--- config.mk ---
export PLATFORM = sky130hd
export DESIGN_NAME = adrc_mul
export DESIGN_NICKNAME = d
export VERILOG_FILES = /design/src/hw/rtl/adrc_pkg.sv /design/src/hw/rtl/adrc_mul.sv
export SDC_FILE = /design/constraint.sdc
export NUM_CORES = 2
export LEC_CHECK = 0
export BUFFER_PORTS_ARGS = -buffer_cell sky130_fd_sc_hd__buf_2
export CAP_MARGIN = 30
export CORE_MARGIN = 2
export CORE_UTILIZATION = 25
export CTS_BUF_LIST = sky130_fd_sc_hd__clkbuf_16
export DETAILED_ROUTE_END_ITERATION = 10
export GPL_TIMING_DRIVEN = 0
export SKIP_LAST_GASP = 1
export SYNTH_ARGS = -nofsm -noshare
export SYNTH_HDL_FRONTEND = slang
export SYNTH_SLANG_ARGS = --single-unit
--- constraint.sdc ---
create_clock -name clk -period 18.3 [get_ports clk]
set_input_delay 3.66 -clock clk [delete_from_list [all_inputs] [get_ports clk]]
set_output_delay 3.66 -clock clk [all_outputs]
set_load 0.02 [all_outputs]
--- src/hw/rtl/adrc_pkg.sv ---
// Package for the audio dynamic range compressor: widths, register indexes,
// gain modes and the constant table of 2^(2^-k) roots used by the dB-to-gain step.
// No dependencies; every RTL file of the block uses it by scoped names.
package adrc_pkg;

    localparam int SAMPLE_BITS = 24;
    localparam int CFG_DATA_W  = 24;
    localparam int CFG_IDX_W   = 3;

    // Register indexes of the configuration port.
    localparam logic [CFG_IDX_W-1:0] REG_THRESHOLD = 3'd0;
    localparam logic [CFG_IDX_W-1:0] REG_RATIO     = 3'd1;
    localparam logic [CFG_IDX_W-1:0] REG_KNEE      = 3'd2;
    localparam logic [CFG_IDX_W-1:0] REG_MAKEUP    = 3'd3;
    localparam logic [CFG_IDX_W-1:0] REG_WET       = 3'd4;
    localparam logic [CFG_IDX_W-1:0] REG_ATTACK    = 3'd5;
    localparam logic [CFG_IDX_W-1:0] REG_RELEASE   = 3'd6;
    localparam logic [CFG_IDX_W-1:0] REG_MODE      = 3'd7;

    // Gain computer modes.
    localparam logic [1:0] MODE_SOFT   = 2'd0;
    localparam logic [1:0] MODE_HARD   = 2'd1;
    localparam logic [1:0] MODE_LIMIT  = 2'd2;
    localparam logic [1:0] MODE_BYPASS = 2'd3;

    // Fixed-point conversion factors.
    localparam logic [31:0] DB_PER_OCTAVE_Q16   = 32'd394566;
    localparam logic [31:0] OCTAVE_PER_DBQ8_Q16 = 32'd2786635;

    // Shared multiplier: 33 x 33 signed, so any 32-bit unsigned value fits.
    localparam int MUL_W  = 33;
    localparam int PROD_W = 2 * MUL_W;

    // Iterative divider widths; the quotient is known to stay below 2^16.
    localparam int DIV_N_W = 48;
    localparam int DIV_D_W = 32;
    localparam int DIV_Q_W = 16;

    typedef logic signed [MUL_W-1:0]  mul_op_t;
    typedef logic signed [PROD_W-1:0] prod_t;
    typedef logic [31:0] root_tab_t [16];

    // Entry k holds 2^(2^(k-16)) in Q30, built by repeated floored square roots.
    function automatic root_tab_t make_roots();
        root_tab_t tab;
        longint unsigned r;
        longint unsigned v;
        longint unsigned res;
        longint unsigned b;
        int k;
        int i;
        r = 64'd2 << 30;
        for (k = 15; k >= 0; k--)
        begin
            v   = r << 30;
            res = 64'd0;
            b   = 64'd1 << 62;
            for (i = 0; i < 32; i++)
            begin
                if (v >= res + b)
                begin
                    v   = v - (res + b);
                    res = (res >> 1) + b;
                end
                else
                begin
                    res = res >> 1;
                end
                b = b >> 2;
            end
            r      = res;
            tab[k] = r[31:0];
        end
        return tab;
    endfunction

    localparam root_tab_t ROOTS = make_roots();

endpackage

--- src/hw/rtl/adrc_mul.sv ---
// Shared signed multiplier of the compressor with a registered product.
// Depends on adrc_pkg for operand and product types.
module adrc_mul
(
    input  logic             clk,
    input  adrc_pkg::mul_op_t op_a,
    input  adrc_pkg::mul_op_t op_b,
    output adrc_pkg::prod_t   prod
);

    adrc_pkg::prod_t prod_reg;

    always_ff @(posedge clk)
    begin
        prod_reg <= op_a * op_b;
    end

    assign prod = prod_reg;

endmodule

==> flow_summary_export.csv <==
group,metric,value,unit
outcome,status,"finished clean",
clock_tree,clkTransAtPathRegs,0.07,ns
sta,hold_viol_final,0,
logic_synthesis,yosysSeqAreaShare,0.0324,
sta,relSlewSlack,0.245,
sta,finalCritPeriodShare,0.693,
final_layout,final_common_cell,"fa_1",
grt,grt_max_degree,21,
die,initial_utilization,0.251,
min_path,hold_start,"op_a[0]",
clock_tree,ctsResizeCount,0,
sta,slew_viol_final,0,
clock_tree,htreeDepth,3,
worst_setup_path,crit_buf_inv,7,
worst_setup_path,crit_slowest_cell,"fa_1",
logic_synthesis,synth_ff_type,"dfxtp_1",
logic_synthesis,syn_inst,4338,
logic_synthesis,syn_avg_cell_area,9.39,µm²
final_layout,fillerInstances,17500,
worst_setup_path,slowest_delay,0.96,ns
clock_tree,cts_tree,"built",
worst_setup_path,worstPathRequired,18.60,ns
detailed_routing,firstDrtPassIters,8,
worst_setup_path,critPathCaptureType,"register",
sta,post-route-min-period,12.68,ns
worst_setup_path,crit_type,"in2reg",
detailed_routing,wl_per_cell,22.3,µm
final_layout,ff_latch_area,1320,µm²
placement,dp_hpwl,133,mm
grt,antenna_found_initial,49,
min_path,min_to,"prod[0]",
worst_setup_path,start_kind,"primary input",
die,die_h,408,µm
grt,grt_usage,0.183,
sta,setup_tns,0,ns
sta,rsz0062_at_grt,"false",
detailed_routing,vias,30600,
logic_synthesis,synth-async-reset-ratio,0,
die,core,162000,µm²
clock_tree,cts_setup_buffers,0,
detailed_routing,drtIter0Drc,3091,
final_layout,area_growth,9.38,%
detailed_routing,wl,149,mm
final_layout,nets,5917,
grt,grt_remaining_overflow,0,
clock_tree,cts-root-buf,"clkbuf_16",
grt,grt_first_pass_wirelength,221,mm
logic_synthesis,synth_fp_nets,5767,
min_path,min_path_cells,2,
clock_tree,cts_sinks,66,
placement,io_buffers,132,
placement,globalplace.congestion,0.998,
worst_setup_path,arrival,12.98,ns
detailed_routing,post_drt_via_cell_ratio,4.58,
final_layout,drive_above_1_share,0.0454,
logic_synthesis,ys.warnings.count,0,
die,dieArea,166000,µm²
logic_synthesis,syn-cell-area,40700,µm²
sta,finalSetupViolCount,0,
clock_tree,postCtsHoldBufs,0,
detailed_routing,drc,0,
die,io_pins,133,
worst_setup_path,cp_common_cell,"fa_1",
clock_tree,cts_inserted_buffers,9,
flow_run,max_cap_violations,0,
final_layout,largest_reg_flops,66,
worst_setup_path,critPathTopFamily,"adder cells",
final_layout,layout_common_cells,"1,145 x fa_1, 1,131 x inv_1, 562 x and2_1",
die,fp.dieW,408,µm
final_layout,multi_input_area,34300,µm²
worst_setup_path,cp_max_fo,10,
grt,first_global_vias,32600,
logic_synthesis,ys_types,80,
clock_tree,clockBufferDepth,2,
logic_synthesis,synth_enable_flop_cells,0,
min_path,hp-class,"in2reg",
die,rows,148,
detailed_routing,detail-route-antenna-nets,0,
sta,tightest_slew,1.13,ns
logic_synthesis,ys_ff_latch,66,
sta,fmax,78.9,MHz
-- stage by stage --
stage / instance area (µm²) / util / setup WS, ns / cells / hold slack, ns
2_1_floorplan: 40700 / - / 7.40 / 4338 / 3.79
4_1_cts: 44500 / 0.274 / 5.67 / 6667 / 3.67
3_3_place_gp: 44100 / 0.272 / 4.61 / 6645 / 4.08
3_5_place_dp: 44200 / 0.273 / 5.22 / 6651 / 4.08
6_report: 44600 / 0.275 / 5.62 / 6679 / 3.66
5_1_grt: 44500 / 0.275 / 5.22 / 6671 / 3.69
-- layer usage --
| metal | vias up | track usage | wire length (µm) |
|---|---|---|---|
| met5 | - | 0 | 166 |
| met4 | 24 | 0.0678 | 6370 |
| met3 | 322 | 0.0391 | 14700 |
| met2 | 1606 | 0.279 | 66100 |
| met1 | 16000 | 0.253 | 61700 |
| li1 | 12700 | - | - |
-- synthesized netlist by cell type (all sizes together) (9+ instances only) --
cell type	instances	area, µm²
fa	1145	22900
inv	1131	4250
and2	563	3520
nand2	551	2070
ha	217	2720
clkbuf	208	781
nor2	68	255
dfxtp	66	1320
a21oi	61	328
xnor2	43	377
a21o	38	288
o21ai	33	173
nand3	26	135
xor2	25	219
buf	13	70.1
nand2b	12	75.1
nand4	12	81.3
a211oi	11	110
o21bai	11	82.6
a31oi	9	62.6
-- kinds of logic (layout without fill, tap and decap cells) --
family | count (synthesis) | in the layout | share of synthesized area
fa+ha+maj | 1362 | 1362 | 0.629
xor+xnor | 68 | 68 | 0.0146
other cells | 0 | 11 | 0
simple gates | 1271 | 1271 | 0.158
buf+inv | 1352 | 1507 | 0.125
flops | 66 | 66 | 0.0324
compound gates | 219 | 219 | 0.0407
-- final cells by class --
type | count | share of cell area
antenna | 11 | 0.000618
clock buffer | 9 | 0.00505
tap | 2175 | 0.0611
buffer | 221 | 0.0191
inverter | 1131 | 0.0953
sequential | 66 | 0.0297
clock inverter | 7 | 0.00157
timing repair buffer | 139 | 0.0174
multi-input combinational | 2920 | 0.770
-- worst max-delay path by stage --
stage | depth (start not counted) | slack [ns] | end | from
3_5_place_dp | 25 | 5.22 | prod[58] | op_a[32]
4_1_cts | 25 | 5.67 | prod[58] | op_a[32]
3_3_place_gp | 22 | 4.61 | prod[64] | op_a[32]
2_1_floorplan | 23 | 7.40 | prod[62] | op_a[32]
6_report | 25 | 5.62 | prod[58] | op_a[32]
5_1_grt | 26 | 5.22 | prod[58] | op_a[32]
Power is left out: the tool's default activity adds up to more than one toggle a clock period on the data nets, which glitch-free logic cannot reach.
