**src/hw/rtl/adrc_pkg.sv**
```systemverilog
// Package for the audio dynamic range compressor: widths, register indexes,
// gain modes and the constant table of 2^(2^-k) roots used by the dB-to-gain step.
// No dependencies; every RTL file of the block uses it by scoped names.
package adrc_pkg;

    localparam int SAMPLE_BITS = 24;
    localparam int CFG_DATA_W  = 24;
    localparam int CFG_IDX_W   = 3;

    // Register indexes of the configuration port.
    localparam logic [CFG_IDX_W-1:0] REG_THRESHOLD = 3'd0;
    localparam logic [CFG_IDX_W-1:0] REG_RATIO     = 3'd1;
    localparam logic [CFG_IDX_W-1:0] REG_KNEE      = 3'd2;
    localparam logic [CFG_IDX_W-1:0] REG_MAKEUP    = 3'd3;
    localparam logic [CFG_IDX_W-1:0] REG_WET       = 3'd4;
    localparam logic [CFG_IDX_W-1:0] REG_ATTACK    = 3'd5;
    localparam logic [CFG_IDX_W-1:0] REG_RELEASE   = 3'd6;
    localparam logic [CFG_IDX_W-1:0] REG_MODE      = 3'd7;

    // Gain computer modes.
    localparam logic [1:0] MODE_SOFT   = 2'd0;
    localparam logic [1:0] MODE_HARD   = 2'd1;
    localparam logic [1:0] MODE_LIMIT  = 2'd2;
    localparam logic [1:0] MODE_BYPASS = 2'd3;

    // Fixed-point conversion factors.
    localparam logic [31:0] DB_PER_OCTAVE_Q16   = 32'd394566;
    localparam logic [31:0] OCTAVE_PER_DBQ8_Q16 = 32'd2786635;

    // Shared multiplier: 33 x 33 signed, so any 32-bit unsigned value fits.
    localparam int MUL_W  = 33;
    localparam int PROD_W = 2 * MUL_W;

    // Iterative divider widths; the quotient is known to stay below 2^16.
    localparam int DIV_N_W = 48;
    localparam int DIV_D_W = 32;
    localparam int DIV_Q_W = 16;

    typedef logic signed [MUL_W-1:0]  mul_op_t;
    typedef logic signed [PROD_W-1:0] prod_t;
    typedef logic [31:0] root_tab_t [16];

    // Entry k holds 2^(2^(k-16)) in Q30, built by repeated floored square roots.
    function automatic root_tab_t make_roots();
        root_tab_t tab;
        longint unsigned r;
        longint unsigned v;
        longint unsigned res;
        longint unsigned b;
        int k;
        int i;
        r = 64'd2 << 30;
        for (k = 15; k >= 0; k--)
        begin
            v   = r << 30;
            res = 64'd0;
            b   = 64'd1 << 62;
            for (i = 0; i < 32; i++)
            begin
                if (v >= res + b)
                begin
                    v   = v - (res + b);
                    res = (res >> 1) + b;
                end
                else
                begin
                    res = res >> 1;
                end
                b = b >> 2;
            end
            r      = res;
            tab[k] = r[31:0];
        end
        return tab;
    endfunction

    localparam root_tab_t ROOTS = make_roots();

endpackage

```
**src/hw/rtl/adrc_div.sv**
```systemverilog
// Restoring divider of the compressor, one quotient bit per cycle.
// Depends on adrc_pkg for widths; the caller guarantees a quotient below 2^16.
module adrc_div
(
    input  logic                          clk,
    input  logic                          rst_n,
    input  logic                          start,
    input  logic [adrc_pkg::DIV_N_W-1:0]  dividend,
    input  logic [adrc_pkg::DIV_D_W-1:0]  divisor,
    output logic                          done,
    output logic [adrc_pkg::DIV_Q_W-1:0]  quotient
);

    logic [adrc_pkg::DIV_N_W-1:0] rem_reg;
    logic [adrc_pkg::DIV_N_W-1:0] dsh_reg;
    logic [adrc_pkg::DIV_Q_W-1:0] q_reg;
    logic [3:0]                   cnt_reg;
    logic                         busy_reg;
    logic                         done_reg;
    logic                         fits;

    assign fits = (rem_reg >= dsh_reg);

    always_ff @(posedge clk or negedge rst_n)
    begin
        if (!rst_n)
        begin
            busy_reg <= 1'b0;
            done_reg <= 1'b0;
            cnt_reg  <= '0;
        end
        else
        begin
            done_reg <= 1'b0;
            if (start)
            begin
                rem_reg  <= dividend;
                dsh_reg  <= adrc_pkg::DIV_N_W'({divisor, {(adrc_pkg::DIV_Q_W-1){1'b0}}});
                q_reg    <= '0;
                cnt_reg  <= '0;
                busy_reg <= 1'b1;
            end
            else if (busy_reg)
            begin
                if (fits)
                begin
                    rem_reg <= rem_reg - dsh_reg;
                end
                q_reg   <= {q_reg[adrc_pkg::DIV_Q_W-2:0], fits};
                dsh_reg <= dsh_reg >> 1;
                cnt_reg <= cnt_reg + 4'd1;
                if (cnt_reg == 4'd15)
                begin
                    busy_reg <= 1'b0;
                    done_reg <= 1'b1;
                end
            end
        end
    end

    assign done     = done_reg;
    assign quotient = q_reg;

endmodule

```
**config.mk**
```make
export PLATFORM = sky130hd
export DESIGN_NAME = adrc_div
export DESIGN_NICKNAME = d
export VERILOG_FILES = /design/src/hw/rtl/adrc_pkg.sv /design/src/hw/rtl/adrc_div.sv
export SDC_FILE = /design/constraint.sdc
export NUM_CORES = 1
export LEC_CHECK = 0
export ABC_AREA = 1
export BUFFER_PORTS_ARGS = -buffer_cell sky130_fd_sc_hd__buf_2
export CAP_MARGIN = 25
export CORE_MARGIN = 10
export CORE_UTILIZATION = 56
export CTS_BUF_LIST = sky130_fd_sc_hd__clkbuf_2
export DETAILED_ROUTE_END_ITERATION = 6
export GPL_TIMING_DRIVEN = 0
export PLACE_DENSITY = 0.8
export RECOVER_POWER = 50
export SYNTH_ARGS = -nofsm -noshare
export SYNTH_HDL_FRONTEND = slang
export SYNTH_SLANG_ARGS = --single-unit
```
**constraint.sdc**
```tcl
create_clock -name clk -period 4.05 [get_ports clk]
set_input_delay 0.405 -clock clk [delete_from_list [all_inputs] [get_ports clk]]
set_output_delay 0.405 -clock clk [all_outputs]
set_load 0.05 [all_outputs]
```
==> results by group <==
Timing
  • Fin crit share: 86.1%
  • Final WS setup: 562 ps
  • Slew @ Worst Pin: 2190 ps
  • Tmin final: 3490 ps
  • F_max: 287 MHz
  • Final Hold Vio Count: 0
  • Hold WS: 457 ps
  • Rel. slew slack: -46.1%
  • Final setup fails: 0
  • Clk_skew: 32.4 ps
  • RSZ-0062 raised after global routing: false
  • Max Slew Vio Count: 40

GRT
  • Largest net degree at the start of global routing: 40
  • Initial antenna violation count: 2
  • GRT overflow: 0
  • Gr usage total: 27.0%
  • Number of global-route vias before repair: 9200
  • First-pass GRT wire length: 47.4 mm

Floorplan
  • Die width: 150 um
  • Row count: 47
  • Die Height: 150 um
  • I/O pins: 100
  • Core footprint: 16500 um^2
  • Die ar.: 22400 um^2
  • Starting Density: 56.9%

CTS
  • Total CTS buffers: 17
  • Max Root-Sink Buffers: 2
  • Worst-Skew Late Latency: 740 ps
  • Root Buffer Master: clkbuf_2
  • # clock sinks: 118
  • Worst-path clk slew: 220 ps
  • Setup repair bufs after CTS: 0
  • CTS tree: done
  • H-tree depth: 4

Synth
  • Unique masters post-synth: 34
  • Synthesized cell area: 9410 um^2
  • Syn Area/Cell: 6.77 um^2
  • Sequential share of the synthesized area: 37.3%
  • Number of warnings issued by yosys: 0
  • Post-synth net total: 1523
  • Syn Inst Count: 1390
  • Post-synthesis register bit count: 118

Cells and area
  • Layout cell share with drive strength beyond 1: 12.5%
  • Finished Cell Area: 11200 um^2
  • Non-Filler Instances: 1827
  • # nets final: 1725
  • Synth-to-Final Area Change: 19.1%
  • Layout filler cell count: 1489

Status
  • Run status: complete, but fails checks
  • Failing checks: max-capacitance violations, max-slew violations

Power and ir drop
  • Overall power: 3.82 mW
  • Pwr per Cell Area: 341 nW/um^2
  • Maximum VDD drop: 0.227 mV
  • Static leakage: 5.82 nW

Routing
  • Drt initial violations: 797
  • Vias per cell: 5.08
  • Detail Route Antenna Nets: 0
  • Routed via count: 9280
  • Total Wirelength: 29.7 mm
  • TritonRoute pass-1 iters: 7
  • # DRC: 0
  • Wirelength per Cell: 16.2 um

Setup path
  • CP required: 4500 ps
  • Crit Path Class: primary input to flop
  • Setup crit end kind: flop
  • Max FO, Critical Path: 39
  • Startpoint Class: primary input
  • Arrival time at the worst endpoint: 3940 ps

Place
  • Port bufs: 99
  • GP Congestion: 1.00
  • DP Area: 10200 um^2
  • Placed cells: 1711
  • DP HPWL: 22.5 mm
  • DP Worst Slack: 834 ps

Run
  • Max cap viols: 1

Min path
  • Hold Path Class: primary input to flop
-- cells by family (layout without fill, tap and decap cells) --
family	Yosys count	in the layout	share of synthesized area [%]
AOI/OAI and AO/OA	124	124	7.07
xor gates and xnor gates	13	13	1.21
adders and majority gates	50	50	6.73
buffers and inverters	335	550	13.6
DFF	118	118	37.3
other	0	2	0
and+or+nand+nor	750	750	34.0
-- worst max-delay path, stage by stage --
cell,delay (ps)
dlygate4sd3_1,520
clkbuf_1,1550
nand2_1,390
nor2_4,740
buf_12,280
-- per-stage QoR --
step | TNS (ps) | utilization, %
detailed placement | 0 | 61.9
global route | 0 | 67.8
floorplan | 0 | -
CTS | 0 | 68.1
global placement | -66900 | 61.6
finish | 0 | 67.8
-- timing repair --
action | in CTS | in global routing
endpoints found under the hold margin | 87 | 0
hold buffers | 82 | 0
gates resized for setup | 0 | 0
-- layout by cell type, fill, tap and decap left out, types with 3 or more instances in the layout --
cell,synthesis,layout
nor2_2,30,30
inv_1,297,297
ha_1,49,49
nand2_2,21,20
nor2_1,63,62
o21ai_1,7,7
buf_2,2,80
dlygate4sd3_1,0,82
nand4_1,10,10
nand3_1,65,67
nand3b_1,6,6
clkbuf_2,0,18
nand3_2,9,7
clkinv_2,0,4
dfrtp_1,6,6
clkinvlp_4,0,4
o22ai_1,28,28
inv_6,0,4
nor3_1,6,6
a21oi_1,37,37
o21ai_0,48,48
inv_2,12,12
clkbuf_1,15,39
nand2_1,522,523
xnor2_1,11,11
nor2_4,3,4
or2_2,9,9
edfxtp_1,112,112
clkinv_1,3,3
nor4_1,4,4
-- power breakdown --
part           internal, mW  leakage [nW]  switching, mW  total [mW]
logic                 0.544          4.52           1.06        1.60
registers              1.49          1.19         0.0385        1.52
clock network         0.166         0.117          0.526       0.692
-- path summary, 6_finish.rpt --
path,slack [ps],to,start,cells past startpoint
hold reg to reg,590,cnt_reg[0],cnt_reg[0],2
setup / recovery,560,rem_reg[27],rst_n,5
hold / removal,460,rem_reg[28],dividend[28],4
setup reg to reg,780,rem_reg[27],dsh_reg[0],12
min in group asynchronous,820,busy_reg,rst_n,2
max in group asynchronous,1990,cnt_reg[1],rst_n,2
-- cell usage after synthesis (all sizes together) --
cell / n / share of area [%]
a21o: 2 / 0.16
a21oi: 37 / 2.0
buf: 7 / 0.43
clkbuf: 16 / 0.74
clkinv: 3 / 0.12
dfrtp: 6 / 1.6
edfxtp: 112 / 36
fa: 1 / 0.21
ha: 49 / 6.5
inv: 309 / 12
nand2: 543 / 22
nand3: 74 / 4.4
nand3b: 6 / 0.48
nand4: 10 / 0.66
nor2: 96 / 4.9
nor3: 8 / 0.53
nor4: 4 / 0.27
o21ai: 55 / 2.9
o21bai: 2 / 0.16
o22ai: 28 / 1.9
or2: 9 / 0.60
xnor2: 11 / 1.0
xor2: 2 / 0.19
-- cell type report --
class | instances | area [um^2] | area share, %
Multi-Input combinational cell | 937 | 4610 | 41.1
Sequential cell | 118 | 3510 | 31.3
Timing Repair Buffer | 183 | 1340 | 12.0
Inverter | 312 | 1170 | 10.4
Tap cell | 220 | 275 | 2.46
Clock inverter | 14 | 103 | 0.915
Buffer | 23 | 100 | 0.893
Clock buffer | 18 | 90.1 | 0.804
Antenna cell | 2 | 5.00 | 0.0447
-- metal layers --
layer	share of wire [%]	GRT usage, %
met1	43	33.7
met2	46	43.6
met3	9.4	8.79
met4	2.3	8.10
met5	0	0
No activity file was read; power rests on OpenSTA's default activity.
